**config.mk**
```make
export PLATFORM = sky130hd
export DESIGN_NAME = probe_reply_statistics
export DESIGN_NICKNAME = d
export VERILOG_FILES = /design/src/rtl/prs_pkg.sv /design/src/rtl/prs_divider.sv /design/src/rtl/probe_reply_statistics.sv
export SDC_FILE = /design/constraint.sdc
export NUM_CORES = 2
export LEC_CHECK = 0
export BUFFER_PORTS_ARGS = -buffer_cell sky130_fd_sc_hd__buf_2
export CAP_MARGIN = 15
export CORE_MARGIN = 8
export CORE_UTILIZATION = 45
export CTS_CLUSTER_SIZE = 40
export DETAILED_ROUTE_END_ITERATION = 10
export GPL_ROUTABILITY_DRIVEN = 0
export PLACE_DENSITY = 0.77
export SETUP_SLACK_MARGIN = 0.1
export SLEW_MARGIN = 0
export SYNTH_ARGS = -nofsm -noshare
export SYNTH_HDL_FRONTEND = slang
export SYNTH_SLANG_ARGS = --single-unit
```
**constraint.sdc**
```tcl
create_clock -name clk -period 14.4 [get_ports clk]
set_input_delay 2.88 -clock clk [delete_from_list [all_inputs] [get_ports clk]]
set_output_delay 2.88 -clock clk [all_outputs]
set_load 0.1 [all_outputs]
```
**src/rtl/prs_pkg.sv**
```systemverilog
package prs_pkg;

	// Default field widths
	localparam int COUNT_WIDTH_DEF = 32;
	localparam int RTT_WIDTH_DEF   = 24;

	// Loss is a percentage: quotient of a value up to 100 * sent by sent
	localparam int PERCENT_SCALE = 100;
	localparam int LOSS_WIDTH    = $clog2(PERCENT_SCALE + 1);
	localparam int LOSS_LAST     = LOSS_WIDTH - 1;

	// Event kinds
	localparam logic [1:0] ACT_PROBE  = 2'd0;
	localparam logic [1:0] ACT_REPLY  = 2'd1;
	localparam logic [1:0] ACT_SAMPLE = 2'd2;

	// Reply status codes
	localparam logic [1:0] ST_FIRST   = 2'd0;
	localparam logic [1:0] ST_DUP     = 2'd1;
	localparam logic [1:0] ST_UNKNOWN = 2'd2;

	// Divider status toward the sequencer
	typedef struct packed {
		logic busy;
		logic done;
	} div_sts_t;

endpackage

```
**src/rtl/prs_divider.sv**
```systemverilog
module prs_divider import prs_pkg::*; #(
	parameter int DW   = 57,
	parameter int QW   = 25,
	parameter int CNTW = 5
) (
	input  logic            clk,
	input  logic            arst_n,
	input  logic            start,
	input  logic [DW-1:0]   dividend,
	input  logic [DW-1:0]   divisor_sh,  // divisor already shifted to the top quotient bit
	input  logic [CNTW-1:0] last_step,   // index of the top quotient bit
	output div_sts_t        sts,
	output logic [QW-1:0]   quotient
);

	logic [DW-1:0]   rem_q;
	logic [DW-1:0]   dsh_q;
	logic [QW-1:0]   quo_q;
	logic [CNTW-1:0] cnt_q;
	logic            run_q;
	logic            done_q;
	logic            fit;

	// One restoring step: compare and subtract the shifted divisor
	assign fit = (rem_q >= dsh_q);

	// Control: run for last_step + 1 steps, then pulse done
	always_ff @(posedge clk or negedge arst_n) begin
		if (!arst_n) begin
			run_q  <= 1'b0;
			done_q <= 1'b0;
			cnt_q  <= '0;
		end else begin
			done_q <= 1'b0;
			if (start) begin
				run_q <= 1'b1;
				cnt_q <= last_step;
			end else if (run_q) begin
				cnt_q <= cnt_q - 1'b1;
				if (cnt_q == '0) begin
					run_q  <= 1'b0;
					done_q <= 1'b1;
				end
			end
		end
	end

	// Datapath: load operands, then shift out one quotient bit per cycle
	always_ff @(posedge clk) begin
		if (start) begin
			rem_q <= dividend;
			dsh_q <= divisor_sh;
			quo_q <= '0;
		end else if (run_q) begin
			if (fit)
				rem_q <= rem_q - dsh_q;
			dsh_q <= dsh_q >> 1;
			quo_q <= {quo_q[QW-2:0], fit};
		end
	end

	assign sts.busy = run_q;
	assign sts.done = done_q;
	assign quotient = quo_q;

endmodule

```
**src/rtl/probe_reply_statistics.sv**
```systemverilog
// Sequence: an accepted item is applied to the counters, the unique count is formed,
//   and the one shared divider computes the loss percent, then the mean RTT; the
//   result word is loaded once the output register is free. A division is skipped,
//   leaving a zero, when sent is zero or unique is not below sent (loss), or when no
//   samples exist (mean).
// Intake: a new item is taken only in idle, once the last one is done; it may be
//   taken while the last result still waits on the output.
// Reset: arst_n zeroes the event counters, min, max and sum; no output is valid.
module probe_reply_statistics import prs_pkg::*; #(
	parameter int COUNT_WIDTH = COUNT_WIDTH_DEF,
	parameter int RTT_WIDTH   = RTT_WIDTH_DEF,
	localparam int IN_W  = ((RTT_WIDTH + 7) / 8) * 8,
	localparam int OUT_BITS = 6 * COUNT_WIDTH + 3 * RTT_WIDTH + LOSS_WIDTH,
	localparam int OUT_W = ((OUT_BITS + 7) / 8) * 8
) (
	input  logic             clk,
	input  logic             arst_n,
	input  logic             s_tvalid,
	output logic             s_tready,
	input  logic [IN_W-1:0]  s_tdata,   // rtt_value
	input  logic [3:0]       s_tuser,   // action, reply_status
	output logic             m_tvalid,
	input  logic             m_tready,
	output logic [OUT_W-1:0] m_tdata    // sent_count, received_count, duplicate_count,
	                                    // unmatched_count, unique_count, loss_percent,
	                                    // rtt_minimum, rtt_mean, rtt_maximum, sample_count
);

	localparam int CW   = COUNT_WIDTH;
	localparam int RW   = RTT_WIDTH;
	localparam int SW   = (CW + RW > 64) ? 64 : CW + RW;
	localparam int DW   = CW + RW + 1;
	localparam int QW   = RW + 1;
	localparam int CNTW = $clog2(RW + 1);
	localparam int LOSS_LO = 5 * CW;

	localparam logic [2:0] S_IDLE = 3'd0;
	localparam logic [2:0] S_UPD  = 3'd1;
	localparam logic [2:0] S_UNIQ = 3'd2;
	localparam logic [2:0] S_LDL  = 3'd3;
	localparam logic [2:0] S_WL   = 3'd4;
	localparam logic [2:0] S_LDM  = 3'd5;
	localparam logic [2:0] S_WM   = 3'd6;
	localparam logic [2:0] S_DONE = 3'd7;

	logic [2:0]      state_q;
	logic [1:0]      action_q;
	logic [1:0]      status_q;
	logic [RW-1:0]   rtt_q;

	logic [CW-1:0]   sent_q;
	logic [CW-1:0]   reply_q;
	logic [CW-1:0]   dup_q;
	logic [CW-1:0]   unm_q;
	logic [CW-1:0]   sample_q;
	logic [RW-1:0]   rtt_low_q;
	logic [RW-1:0]   rtt_high_q;
	logic [SW-1:0]   sum_q;
	logic [CW-1:0]   unique_q;
	logic [LOSS_WIDTH-1:0] loss_q;
	logic [RW-1:0]   mean_q;
	logic            m_tvalid_q;
	logic [OUT_W-1:0] m_tdata_q;

	logic [CW:0]     other;
	logic [SW:0]     sum_ext;
	logic [CW-1:0]   diff;
	logic [DW-1:0]   diff_ext;
	logic            div_start;
	logic [DW-1:0]   div_dividend;
	logic [DW-1:0]   div_divisor;
	logic [CNTW-1:0] div_last;
	div_sts_t        div_sts;
	logic [QW-1:0]   div_quo;
	logic            out_free;

	assign s_tready = (state_q == S_IDLE);
	assign out_free = !m_tvalid_q || m_tready;

	assign other    = {1'b0, dup_q} + {1'b0, unm_q};
	assign sum_ext  = {1'b0, sum_q} + (SW + 1)'(rtt_q);
	assign diff     = sent_q - unique_q;
	assign diff_ext = DW'(diff);

	// Set up the shared divider for loss or for mean
	always_comb begin
		div_start    = 1'b0;
		div_dividend = '0;
		div_divisor  = '0;
		div_last     = '0;
		if (state_q == S_LDL && sent_q != '0 && unique_q < sent_q) begin
			div_start    = 1'b1;
			div_dividend = (diff_ext << 6) + (diff_ext << 5) + (diff_ext << 2);
			div_divisor  = DW'(sent_q) << LOSS_LAST;
			div_last     = CNTW'(LOSS_LAST);
		end else if (state_q == S_LDM && sample_q != '0) begin
			div_start    = 1'b1;
			div_dividend = DW'(sum_q);
			div_divisor  = DW'(sample_q) << RW;
			div_last     = CNTW'(RW);
		end
	end

	prs_divider #(
		.DW   (DW),
		.QW   (QW),
		.CNTW (CNTW)
	) u_div (
		.clk        (clk),
		.arst_n     (arst_n),
		.start      (div_start),
		.dividend   (div_dividend),
		.divisor_sh (div_divisor),
		.last_step  (div_last),
		.sts        (div_sts),
		.quotient   (div_quo)
	);

	// Sequencer and statistics registers
	always_ff @(posedge clk or negedge arst_n) begin
		if (!arst_n) begin
			state_q    <= S_IDLE;
			sent_q     <= '0;
			reply_q    <= '0;
			dup_q      <= '0;
			unm_q      <= '0;
			sample_q   <= '0;
			rtt_low_q  <= '0;
			rtt_high_q <= '0;
			sum_q      <= '0;
			m_tvalid_q <= 1'b0;
		end else begin
			// Raise the result when it is loaded, drop it once taken
			if (state_q == S_DONE && out_free)
				m_tvalid_q <= 1'b1;
			else if (m_tready)
				m_tvalid_q <= 1'b0;
			unique case (state_q)
				S_IDLE: begin
					if (s_tvalid)
						state_q <= S_UPD;
				end
				S_UPD: begin
					// Apply the event, counters saturate
					unique case (action_q)
						ACT_PROBE: begin
							if (sent_q != '1)
								sent_q <= sent_q + 1'b1;
						end
						ACT_REPLY: begin
							if (reply_q != '1)
								reply_q <= reply_q + 1'b1;
							if (status_q == ST_DUP && dup_q != '1)
								dup_q <= dup_q + 1'b1;
							if (status_q == ST_UNKNOWN && unm_q != '1)
								unm_q <= unm_q + 1'b1;
						end
						ACT_SAMPLE: begin
							if (sample_q == '0 || rtt_q < rtt_low_q)
								rtt_low_q <= rtt_q;
							if (sample_q == '0 || rtt_q > rtt_high_q)
								rtt_high_q <= rtt_q;
							if (sample_q != '1)
								sample_q <= sample_q + 1'b1;
							sum_q <= sum_ext[SW] ? '1 : sum_ext[SW-1:0];
						end
						default: ;
					endcase
					state_q <= S_UNIQ;
				end
				S_UNIQ: state_q <= S_LDL;
				S_LDL: state_q <= div_start ? S_WL : S_LDM;
				S_WL: begin
					if (div_sts.done)
						state_q <= S_LDM;
				end
				S_LDM: state_q <= div_start ? S_WM : S_DONE;
				S_WM: begin
					if (div_sts.done)
						state_q <= S_DONE;
				end
				S_DONE: begin
					if (out_free)
						state_q <= S_IDLE;
				end
				default: state_q <= S_IDLE;
			endcase
		end
	end

	// Hold the item, work values and the result word
	always_ff @(posedge clk) begin
		if (state_q == S_IDLE && s_tvalid) begin
			action_q <= s_tuser[1:0];
			status_q <= s_tuser[3:2];
			rtt_q    <= s_tdata[RW-1:0];
		end
		if (state_q == S_UNIQ)
			unique_q <= (CW + 1)'(reply_q) > other ? reply_q - other[CW-1:0] : '0;
		if (state_q == S_LDL && !div_start)
			loss_q <= '0;
		if (state_q == S_WL && div_sts.done)
			loss_q <= div_quo[LOSS_WIDTH-1:0];
		if (state_q == S_LDM && !div_start)
			mean_q <= '0;
		if (state_q == S_WM && div_sts.done)
			mean_q <= div_quo[RW] ? '1 : div_quo[RW-1:0];
		if (state_q == S_DONE && out_free)
			m_tdata_q <= OUT_W'({sample_q, rtt_high_q, mean_q, rtt_low_q, loss_q,
				unique_q, unm_q, dup_q, reply_q, sent_q});
	end

	assign m_tvalid = m_tvalid_q;
	assign m_tdata  = m_tdata_q;

	// Loss never exceeds one hundred percent
	a_loss_range: assert property (@(posedge clk) disable iff (!arst_n)
		m_tvalid |-> m_tdata[LOSS_LO +: LOSS_WIDTH] <= LOSS_WIDTH'(PERCENT_SCALE))
		else $error("loss percent above 100");

	// Minimum stays at or below maximum once samples exist
	a_min_max: assert property (@(posedge clk) disable iff (!arst_n)
		sample_q != '0 |-> rtt_low_q <= rtt_high_q)
		else $error("rtt minimum above maximum");

	// Unique replies never exceed received replies
	a_unique: assert property (@(posedge clk) disable iff (!arst_n)
		state_q == S_LDL |-> unique_q <= reply_q)
		else $error("unique count above received count");

	// Divider runs only while the sequencer waits on it
	a_div_busy: assert property (@(posedge clk) disable iff (!arst_n)
		div_sts.busy |-> (state_q == S_WL || state_q == S_WM))
		else $error("divider busy outside a wait state");

	// A finished division follows a run of the divider
	a_div_done: assert property (@(posedge clk) disable iff (!arst_n)
		div_sts.done |-> $past(div_sts.busy))
		else $error("divider done without a run");

endmodule
```
Yosys cells after proc, flatten, opt, wreduce, memory -nomap -nowiden --
Cells that the tools add are included.
Storage, ports and cells: register bits 776, bits of input ports 32, output and inout port bits 274
Cells by class: add/sub/neg operators 13, $lt $le $gt $ge 5, equality and inequality tests 20, muxes and demuxes 36, reduce and logical (&&, ||, !) cells 37
Operators by type and width (count):
- 2-to-1 mux 57 bit | 7
- 2-to-1 mux 56 bit | 3
- adder 32 x 1 -> 32 bit (second input constant) | 5
- != test 32 bit (second input constant) | 5
- 2-to-1 mux 24 bit | 3
- nonzero test 32 bit | 2
- subtractor 32 bit | 2
- adder 56 x 24 -> 57 bit | 1
- greater-or-equal comparator 57 bit | 1
- subtractor 57 bit | 1
- adder 39 x 34 -> 40 bit | 1
- adder 38 x 37 -> 39 bit | 1
- adder 32 x 32 -> 33 bit | 1
- > comparator 32 x 33 -> 1 bit | 1
- zero test 32 bit | 1
- less-than comparator 32 bit | 1
- > comparator 24 bit | 1
- less-than comparator 24 bit | 1
- one-hot mux 3 bit (8 select lines) | 1
- AND reduction 3 bit | 7
- 2-to-1 mux 5 bit | 4
- 2-to-1 mux 7 bit | 2
- == test 3 bit (second input constant) | 4
- 2-to-1 mux 1 bit | 12
- 17 further kinds | 43

Depth between registers and ports, before layout --
depth in word-level cells 8, mapped depth 24

By module --
Synthesis repeated with hierarchy kept, for this count alone.
Second synthesis, totals: cells, all modules 4408, area, all modules 45197.1 sq um
By module, submodules not included:
- probe_reply_statistics | instances 1, cells each 3305, area each 35383.9 sq um
- prs_divider | instances 1, cells each 1103, area each 9813.2 sq um

Worst setup path before layout --
No wires, ideal clock.
path kind input to register, from in m_tready, to reg m_tdata_q[0], in the netlist m_tdata[0], enable pin, library setup time 0.938 ns, arrival time 14.883 ns, setup slack -1.420 ns, cell stages on the path 2, path buffers 0, cells stage by stage nand2b_1 > nor2b_1
Between the ends: cells in the longest elaborated chain, start to end 2
Ends and longest elaborated chain:
- start, declared | line probe_reply_statistics.sv:23 | input logic m_tready,
- logical OR 1 bit | line probe_reply_statistics.sv:78 | assign out_free = !m_tvalid_q || m_tready;
- logical AND 1 bit | line probe_reply_statistics.sv:208 | if (state_q == S_DONE && out_free)
- end signal, assigned | line probe_reply_statistics.sv:209 | m_tdata_q <= OUT_W'({sample_q, rtt_high_q, mean_q, rtt_low_q, loss_q,
- end, declared | line probe_reply_statistics.sv:63 | logic [OUT_W-1:0] m_tdata_q;
Every way passes these cells. A chain may end at the register's enable or synchronous reset.

Final worst setup path --
from reg sent_q[0], to reg u_div.rem_q[35] (data pin)
Between the ends: cells in the longest elaborated chain, start to end 5, elaborated cells on any way between the ends 10, classes of those cells 3 x add/sub; 1 x order compare; 3 x mux; 3 x reduce/logical
Ends and longest elaborated chain:
- start, declared | line probe_reply_statistics.sv:51 | logic [CW-1:0] sent_q;
- start signal, assigned | line probe_reply_statistics.sv:148 | sent_q <= sent_q + 1'b1;
- subtractor 32 bit / nonzero test 32 bit (equally long branches) | line probe_reply_statistics.sv:82, probe_reply_statistics.sv:91
- adder 38 x 37 -> 39 bit / logical AND 1 bit (equally long branches) | line probe_reply_statistics.sv:93, probe_reply_statistics.sv:91
- adder 39 x 34 -> 40 bit / logical AND 1 bit (equally long branches) | line probe_reply_statistics.sv:93, probe_reply_statistics.sv:91
- 2-to-1 mux 57 bit / 2-to-1 mux 1 bit (equally long branches) | line probe_reply_statistics.sv:91 | if (state_q == S_LDL && sent_q != '0 && unique_q < sent_q) begin
- 2-to-1 mux 57 bit * | line prs_divider.sv:50 | if (start) begin
- end signal, assigned | line prs_divider.sv:51 | rem_q <= dividend;
- end signal, assigned | line prs_divider.sv:56 | rem_q <= rem_q - dsh_q;
- end, declared | line prs_divider.sv:16 | logic [DW-1:0] rem_q;
Mark *: on every way between the ends. The rest lies on a longest branch, timed or not.

==> flow_metrics.py <==
metrics = {
    "status": {
        "status": "complete, no violations",
    },
    "floorplanning": {
        "die_area_um2": 104000,
        "die_x_um": 322,
        "rows": 112,
        "io_pins": 306,
        "initial_utilization_pct": 45.3,
        "die_y_um": 322,
        "coreArea_um2": 93200,
    },
    "synth": {
        "synth_edf_count": 475,
        "synthSimpleGateAreaFrac_pct": 12.7,
        "ys_ff_latch": 775,
        "syn_nets": 4180,
        "ys_seq_area_share_pct": 51.3,
        "synthAdderAreaFrac_pct": 9.23,
        "yosysUniqueCellTypes": 89,
        "synth_top_family_by_area": "compound AO/OA/AOI/OAI gates",
        "synth-xor-area-share_pct": 7.03,
        "yosysWarnings": 0,
        "synth_compound_area_share_pct": 14.2,
        "synth-main-ff-cell": "edfxtp_1",
        "synth_top_cell_by_area": "edfxtp_1",
        "synth.area.top_cells": "edfxtp_1, dfrtp_1, ha_1",
        "syn-cell-area_um2": 42200,
        "syn_area_per_cell_um2": 11.0,
        "yosys.cell_count.top_type": "edfxtp_1",
        "syn_inst": 3845,
        "synth_mux_area_share_pct": 2.43,
        "ys_async_sr_fraction_pct": 35.5,
        "synth_top_area_share_pct": 33.8,
        "synth_common_cells": "edfxtp_1, nor2_1, ha_1, dfrtp_1, nand2_1",
    },
    "sta": {
        "finalCritPeriodShare_pct": 43.2,
        "rsz0062_at_grt": "false",
        "period_needed_ns": 6.23,
        "maxSlewHeadroom_pct": 22.0,
        "worst_pin_slew_ns": 1.16,
        "setup-tns-final_ns": 0,
        "fin_worst_skew_ns": 0.0296,
        "hold_viol": 0,
        "max_clock_freq_mhz": 161,
        "setup_viol": 0,
        "final-max-slew-violation-count": 0,
    },
    "min_path": {
        "min_to": "m_tdata[205]$_DFFE_PP_",
        "hold_path_class": "reg -> reg",
        "whs_path_depth": 0,
        "worstHoldStart": "mean_q[14]$_SDFFCE_PN0P_",
    },
    "power_and_ir_drop": {
        "p_seq_share_pct": 28.5,
        "p_switching_w": 0.00598,
        "intPower_w": 0.00686,
        "power_density_nw_per_um2": 268,
        "switching_share_pct": 46.6,
        "vdd_ir_drop_max_mv": 0.152,
        "pwr-share-clk_pct": 16.6,
        "pwr-share-comb_pct": 54.9,
        "leakage_nw": 20.7,
    },
    "cts": {
        "clock_latency_ns": 0.66,
        "post_cts_resized": 0,
        "hold_buffers": 0,
        "clockBufferDepth": 3,
        "cts.htree.levels": 3,
        "post_cts_buffers": 0,
        "clkSinkCount": 775,
        "cts_buffers": 83,
        "cts_root_buffer": "clkbuf_16",
        "cts_tree": "built",
        "clk_pin_slew_worst_paths_ns": 0.06,
    },
    "route": {
        "wl_mm": 111,
        "drcViolationCount": 0,
        "first_iter_violations": 2577,
        "ant_nets": 0,
        "wl_per_cell_um": 20.2,
        "vias": 31300,
        "vias_per_cell": 5.70,
        "firstDrtPassIters": 6,
    },
    "critical_path": {
        "r2r_cells": 21,
        "rr_startpoint": "sent_q[0]$_DFFE_PN0P_",
        "cp.required_ns": 14.78,
        "arrival_ns": 6.61,
        "cp-end-kind": "flip-flop",
        "startpoint_type": "flip-flop",
        "r2r_setup_slack_ns": 8.17,
        "crit_type": "reg -> reg",
        "cp_max_fo": 6,
        "r2r-end": "u_div.rem_q[35]$_DFFE_PP_",
    },
    "final_layout": {
        "post-route-util_pct": 51.4,
        "syn_to_final_growth_pct": 13.4,
        "drive_above_1_share_pct": 13.5,
        "final_area_um2": 47900,
        "n_fill_cell": 8106,
        "nets": 4496,
    },
    "global_routing": {
        "grt_pass1_wl_mm": 171,
        "antenna_found_initial": 3,
        "grt_usage_pct": 20.7,
        "grt_pass1_vias": 30600,
        "grt_max_degree": 101,
        "grt-ovfl-total": 0,
    },
    "placed_design": {
        "postPlaceCellArea_um2": 45200,
        "dpl.hpwl_mm": 81.7,
        "numPortBuffers": 304,
    },
    "flow_run": {
        "drv_cap": 0,
    },
}
==> cells by family after synthesis <==
| kind of cell | count (synthesis) |
|---|---|
| flip-flops | 775 |
| adder cells (fa/ha/maj) | 303 |
| XOR/XNOR | 339 |
| buffers and inverters | 349 |
| AND/OR/NAND/NOR | 1091 |
| multiplexers | 95 |
| AO/OA/AOI/OAI | 892 |
| other | 1 |
==> power by group through the flow <==
stage | registers [W] | clock network [W] | logic, W
2_1_floorplan | 0.00491 | 0 | 0.00424
3_3_place_gp | 0.00368 | 0 | 0.00680
3_5_place_dp | 0.00370 | 0 | 0.00693
4_1_cts | 0.00366 | 0.00218 | 0.00699
5_1_grt | 0.00372 | 0.00226 | 0.00767
6_report | 0.00366 | 0.00214 | 0.00704
==> layer usage <==
layer,share of wire [%],global-route usage [%]
met1,41,26.0
met2,49,35.4
met3,7.0,3.84
met4,3.6,7.92
met5,0,0
==> per-stage QoR <==
step / power (W) / cells / hold slack, ns / setup slack [ns]
floorplan: 0.00916 / 3845 / 0.400 / 3.83
global placement: 0.0105 / 5329 / 0.400 / 8.35
detailed placement: 0.0106 / 5329 / 0.405 / 8.22
CTS: 0.0128 / 5483 / 0.418 / 8.17
global route: 0.0136 / 5485 / 0.422 / 7.71
finish: 0.0128 / 5487 / 0.418 / 8.17
==> layout by cell type, fill, tap and decap left out, drive strengths merged, types with 15 or more instances in the layout <==
cell type,instances
nor2b,33
and2,37
a31oi,41
o21a,30
nand3,116
and3,47
clkbuf,104
o21bai,36
mux2i,35
mux2,60
nand4,70
xor2,132
nor4,32
a21o,111
o211ai,18
dfrtp,275
o22a,20
inv,255
buf,329
nand2b,33
a211oi,28
nor3,80
a221o,17
nor2,291
o21ai,181
ha,289
or3,15
edfxtp,475
clkinv,34
nand2,267
and4,25
o31ai,49
a21oi,198
dfxtp,25
a22oi,35
xnor2,207
==> area by class of cell <==
| type | count | area, um^2 | share of cell area, % |
|---|---|---|---|
| antenna | 3 | 7.51 | 0.0157 |
| clock buffer | 104 | 2230 | 4.65 |
| clock inverter | 50 | 473 | 0.988 |
| inverter | 251 | 942 | 1.97 |
| multi-input combinational | 2721 | 19300 | 40.3 |
| sequential | 775 | 21600 | 45.2 |
| tap | 1254 | 1570 | 3.28 |
| timing repair buffer | 329 | 1730 | 3.61 |
==> worst max-delay path, stage by stage, from the launching register on <==
cell and delay, ns:
dfrtp_1 0.44, inv_1 0.14, ha_1 0.20, fa_1 0.22, nor2b_1 0.07, o211ai_1 0.23
nand3_1 0.18, a31oi_1 0.38, o21ai_1 0.25, a2111oi_0 0.49, nor3_1 0.17, xnor2_1 0.48
xnor2_1 0.15, ha_1 0.31, ha_1 0.36, and3_1 0.22, nand4_1 0.13, o41ai_1 0.66
a211o_1 0.29, a41o_1 0.23, nor3b_1 0.07, a221o_1 0.27
==> flip-flops by register name, indices dropped and copies added, names as in the netlist, 25 cells and up <==
signal / count
dup_q: 32
m_tdata: 271
reply_q: 32
sample_q: 32
sent_q: 32
sum_q: 56
u_div.dsh_q: 56
u_div.quotient: 25
u_div.rem_q: 57
unique_q: 32
unm_q: 32
==> worst max path at each step <==
stage / depth (start not counted) / start / endpoint
3_5_place_dp: 21 / sent_q[0]$_DFFE_PN0P_ / u_div.rem_q[35]$_DFFE_PP_
5_1_grt: 21 / sent_q[0]$_DFFE_PN0P_ / u_div.rem_q[35]$_DFFE_PP_
3_3_place_gp: 22 / sent_q[1]$_DFFE_PN0P_ / u_div.rem_q[34]$_DFFE_PP_
6_report: 21 / sent_q[0]$_DFFE_PN0P_ / u_div.rem_q[35]$_DFFE_PP_
4_1_cts: 21 / sent_q[0]$_DFFE_PN0P_ / u_div.rem_q[35]$_DFFE_PP_
2_1_floorplan: 2 / m_tready / m_tdata[0]$_DFFE_PP_
No activity file was read; power rests on OpenSTA's default activity.
